$ cat src/bbs_pkg.sv
// shared types and constants for the breakpoint side predicate
`timescale 1ns / 1ps
package bbs_pkg;

  localparam int unsigned COORD_BITS_DEF = 16;

  typedef enum logic [1:0] {
    REL_AT    = 2'd0,
    REL_RIGHT = 2'd1,
    REL_LEFT  = 2'd2
  } rel_t;

  typedef enum logic [2:0] {
    CASE_KI  = 3'd0,
    CASE_KJ  = 3'd1,
    CASE_EQY = 3'd2,
    CASE_EQX = 3'd3,
    CASE_GEN = 3'd4
  } br_t;

  function automatic rel_t ord2rel(input logic eq, input logic gt);
    if (eq) return REL_AT;
    return gt ? REL_RIGHT : REL_LEFT;
  endfunction

endpackage

$ cat src/bbs_front.sv
// front part: operand differences, branch selection and first products
`timescale 1ns / 1ps
module bbs_front
  import bbs_pkg::*;
#(
  parameter int unsigned CB = COORD_BITS_DEF,
  localparam int unsigned DW = CB + 2,
  localparam int unsigned PW = 2 * DW + 2
) (
  input  logic                 clk,
  input  logic                 rst_n,
  input  logic                 in_valid,
  output logic                 in_ready,
  input  logic signed [CB-1:0] xi, yi, xj, yj, xk, yk,
  output logic                 f_valid,
  input  logic                 f_ready,
  output br_t                  f_br,
  output rel_t                 f_rel,
  output logic                 f_bad,
  output logic                 f_flip,
  output logic                 f_yigt,
  output logic signed [DW-1:0] f_q, f_p, f_dxi, f_dxj,
  output logic signed [PW-1:0] f_a, f_b, f_c
);
  logic signed [DW-1:0] p, q, dxi, dxj, t, s, two_xk, sum_x;
  logic signed [PW-1:0] a, b, cc;
  br_t br;
  rel_t rel;

  always_comb begin
    p = DW'(yi) - DW'(yk);
    q = DW'(yj) - DW'(yk);
    dxi = DW'(xk) - DW'(xi);
    dxj = DW'(xk) - DW'(xj);
    t = DW'(yi) - DW'(yj);
    s = DW'(yi) + DW'(yj) - (DW'(yk) <<< 1);
    two_xk = DW'(xk) <<< 1;
    sum_x = DW'(xi) + DW'(xj);
    rel = REL_AT;
    a = '0;
    b = '0;
    cc = '0;
    if (yi == yk) begin
      br = CASE_KI;
      rel = ord2rel(xi == xk, xk > xi);
    end else if (yj == yk) begin
      br = CASE_KJ;
      rel = ord2rel(xj == xk, xk > xj);
    end else if (yi == yj) begin
      br = CASE_EQY;
      rel = ord2rel(sum_x == two_xk, two_xk > sum_x);
    end else if (xi == xj) begin
      br = CASE_EQX;
      a = PW'(s) * PW'(s);
      b = PW'(t) * PW'(t);
      cc = (PW'(dxi) * PW'(dxi)) <<< 2;
    end else begin
      br = CASE_GEN;
      a = PW'(dxi) * PW'(dxi);
      b = PW'(dxj) * PW'(dxj);
      cc = PW'(t) * PW'(p);
    end
  end

  assign in_ready = !f_valid || f_ready;

  always_ff @(posedge clk) begin
    if (!rst_n) begin
      f_valid <= 1'b0;
    end else if (in_ready) begin
      f_valid <= in_valid;
    end
    if (in_valid && in_ready) begin
      f_br <= br;
      f_rel <= rel;
      f_bad <= (yi == yj) && !(xi < xj);
      f_flip <= p[DW-1] != q[DW-1];
      f_yigt <= yi > yj;
      f_q <= q;
      f_p <= p;
      f_dxi <= dxi;
      f_dxj <= dxj;
      f_a <= a;
      f_b <= b;
      f_c <= cc;
    end
  end
endmodule

$ cat config.mk
export PLATFORM = sky130hd
export DESIGN_NAME = bbs_front
export DESIGN_NICKNAME = d
export VERILOG_FILES = /design/src/bbs_pkg.sv /design/src/bbs_front.sv
export SDC_FILE = /design/constraint.sdc
export NUM_CORES = 2
export LEC_CHECK = 0
export ABC_AREA = 1
export ABC_CLOCK_PERIOD_IN_PS = 21100
export BUFFER_PORTS_ARGS = -buffer_cell sky130_fd_sc_hd__buf_2
export CAP_MARGIN = 10
export CORE_MARGIN = 4
export CORE_UTILIZATION = 56
export DETAILED_ROUTE_END_ITERATION = 7
export HOLD_SLACK_MARGIN = 0.05
export PLACE_DENSITY = 0.79
export SLEW_MARGIN = 20
export SYNTH_ARGS = -nofsm -noshare
export SYNTH_HDL_FRONTEND = slang
export SYNTH_SLANG_ARGS = --single-unit
$ cat constraint.sdc
create_clock -name clk -period 21.1 [get_ports clk]
set_input_delay 1.055 -clock clk [delete_from_list [all_inputs] [get_ports clk]]
set_output_delay 1.055 -clock clk [all_outputs]
set_load 0.005 [all_outputs]
==> results.sh <==
export IMPL_hp_class="reg2reg"
export IMPL_criticalPathCategory="in2reg"
export IMPL_post_cts_resized=0
export IMPL_synth_area_um2=67400
export IMPL_htreeDepth=4
export IMPL_die_area_um2=126000
export IMPL_start_util_pct=56.3
export IMPL_core_area_um2=120000
export IMPL_fillCellCount=10700
export IMPL_fin_skew_ns=0.0135
export IMPL_worstSkewPairLatency_ns=0.55
export IMPL_min_period_ns=9.48
export IMPL_tightest_slew_ns=1.10
export IMPL_regArea_um2=5430
export IMPL_dp_cells=10200
export IMPL_drt_total_wl_um=206000
export IMPL_rsz0062_at_grt="false"
export IMPL_portBuffers=293
export IMPL_clock_path_buffers=2
export IMPL_synthDominantCellAreaShare_pct=42.3
export IMPL_route_met3_wl_um=20600
export IMPL_yosys_top_cells_count="2285 x inv_1, 1494 x nand2_1, 1424 x fa_1"
export IMPL_antenna_found_initial=13
export IMPL_firstDrtPassIters=6
export IMPL_place_gp_congestion=1.03
export IMPL_startpoint_type="input port"
export IMPL_ys_flop_type="edfxtp_1"
export IMPL_grt_pass1_vias=59300
export IMPL_fin_crit_sh_pct=44.9
export IMPL_fp_dieW_um=355
export IMPL_drtIter0Drc=4685
export IMPL_final_setup_tns_ns=0
export IMPL_top_layer_used="met4"
export IMPL_vias=55900
export IMPL_cp_end_kind="flip-flop"
export IMPL_cp_max_fo=23
export IMPL_path_delay_family="adder cells"
export IMPL_relSlewSlack_pct=26.7
export IMPL_cpPeakStageDelay_ns=0.82
export IMPL_outcome="finished, final reports clean"
export IMPL_io_pins=296
export IMPL_wl_met2_um=96300
export IMPL_cts_made_buffers=17
export IMPL_fin_util_pct=59.5
export IMPL_die_h_um=355
export IMPL_drive_above_1_share_pct=5.39
export IMPL_worstPathArrival_ns=9.76
export IMPL_detail_route_antenna_nets=0
export IMPL_cp_required_ns=21.38
export IMPL_yosysTopAreaCell="fa_1"
export IMPL_ys_seq_area_share_pct=8.05
export IMPL_grt_use_total_pct=33.4
export IMPL_maxCapViolCount=0
export IMPL_grt_max_degree=66
export IMPL_postSynth_asyncResetShare_pct=0
export IMPL_cts_num_sinks=181
export IMPL_drc=0
export IMPL_slew_violations=0
export IMPL_multiInputGateArea_um2=52600
export IMPL_ys_types=61
export IMPL_yosys_top_cells_area="fa_1 42%, inv_1 13%, ha_1 11%, nand2_1 8.3%, edfxtp_1 8.0%"
export IMPL_dpl_hpwl_um=178000
export IMPL_wire_per_inst_um=20.2
export IMPL_syn_to_final_growth_pct=5.75
export IMPL_grt_pass1_wl_um=324000
export IMPL_synth_seq_cells=181
export IMPL_synth_edff_count=180
export IMPL_hold_buffers=0
export IMPL_slowest_stage="fa_1"
export IMPL_viasPerCell=5.49
export IMPL_post_synth_top_count_cell="inv_1"
export IMPL_fmax_ghz=0.105
export IMPL_clockRootBuffer="clkbuf_16"
export IMPL_syn_inst=8336
export IMPL_stdcell_count=10200
export IMPL_hold_worst_slack_ns=0.558
export IMPL_yosysWarnings=0
export IMPL_nets=10700
export IMPL_syn_area_per_cell_um2=8.09
export IMPL_cts_tree="built"
export IMPL_wl_met1_um=76600
export IMPL_hold_viol=0
export IMPL_clk_pin_slew_ns=0.08
export IMPL_critPathBufInv=7
export IMPL_rows=127
export IMPL_setup_viol=0
export IMPL_postCtsSetupBuffers=0
export IMPL_overflow=0
[state kept, by name, indices dropped and copies added (netlist names), 2 cells and up]
| name | cells |
|---|---|
| f_a | 35 |
| f_dxj | 17 |
| f_c | 36 |
| f_rel | 2 |
| f_dxi | 17 |
| f_br | 3 |
| f_q | 17 |
| f_b | 33 |
| f_p | 17 |
[path summary, 6_finish.rpt]
path | start | end | slack (ns) | cells past startpoint
max | yi[14] | f_a[30]$_SDFFCE_PP0P_ | 11.62 | 32
max reg2reg | f_valid$_SDFFE_PN0N_ | f_a[12]$_SDFFCE_PP0P_ | 18.43 | 3
min | f_valid$_SDFFE_PN0N_ | f_valid$_SDFFE_PN0N_ | 0.56 | 2
min reg2reg | f_valid$_SDFFE_PN0N_ | f_valid$_SDFFE_PN0N_ | 0.56 | 2
[layout by cell type, fill, tap and decap left out, types with 15 or more instances in the layout]
cell type | netlist | layout
o21ai_0 | 160 | 160
nand3b_1 | 19 | 19
clkbuf_16 | 0 | 17
xor2_2 | 10 | 16
nand4_1 | 77 | 77
xnor2_1 | 40 | 39
xor2_1 | 110 | 104
nor2_1 | 866 | 865
nand3_1 | 297 | 297
o21bai_1 | 40 | 40
nor3_1 | 62 | 62
o21a_1 | 16 | 16
fa_1 | 1424 | 1424
a21oi_1 | 349 | 348
ha_1 | 585 | 584
buf_4 | 20 | 76
buf_2 | 60 | 293
inv_1 | 2285 | 2285
edfxtp_1 | 180 | 180
clkinv_1 | 16 | 17
or2_2 | 15 | 15
nand2_1 | 1494 | 1494
[worst reg2reg max path, delay by kind of cell, from the launching register on]
family                 cells  cell delay (ns)
flip-flops                 1             0.35
AO/OA/AOI/OAI              1             0.14
buffers and inverters      2             1.71
[area by class of cell]
type / count / area share (%)
clock buffer: 18 / 0.602
tap: 1612 / 2.83
multi-input combinational: 5680 / 73.8
sequential: 181 / 7.61
antenna: 6 / 0.0211
timing repair buffer: 369 / 2.86
clock inverter: 13 / 0.140
inverter: 2308 / 12.2
[kinds of logic (layout without fill, tap and decap cells)]
kind of cell	after synthesis	count (layout)	synth area share, %
DFF	181	181	8.05
other	1	8	0.00556
AOI/OAI and AO/OA	638	638	5.23
and+or+nand+nor	2867	2867	17.3
xor gates and xnor gates	164	164	2.30
buffers and inverters	2476	2708	14.0
adders and majority gates	2009	2009	53.1
[per-layer routing]
metal	vias to the layer above	GRT usage [%]
met1	27400	42.0
met4	0	16.5
met2	2758	54.8
li1	25100	-
met5	-	0
met3	617	7.15
[through the flow]
stage	instance area (um^2)	worst slack [ns]
after global placement	70800	10.88
after CTS	71300	11.62
final	71300	11.62
after detailed placement	70800	11.09
after floorplan	67400	10.58
after global routing	71300	11.07
Power is left out: the tool's default activity adds up to more than one toggle a clock period on the data nets, which glitch-free logic cannot reach.
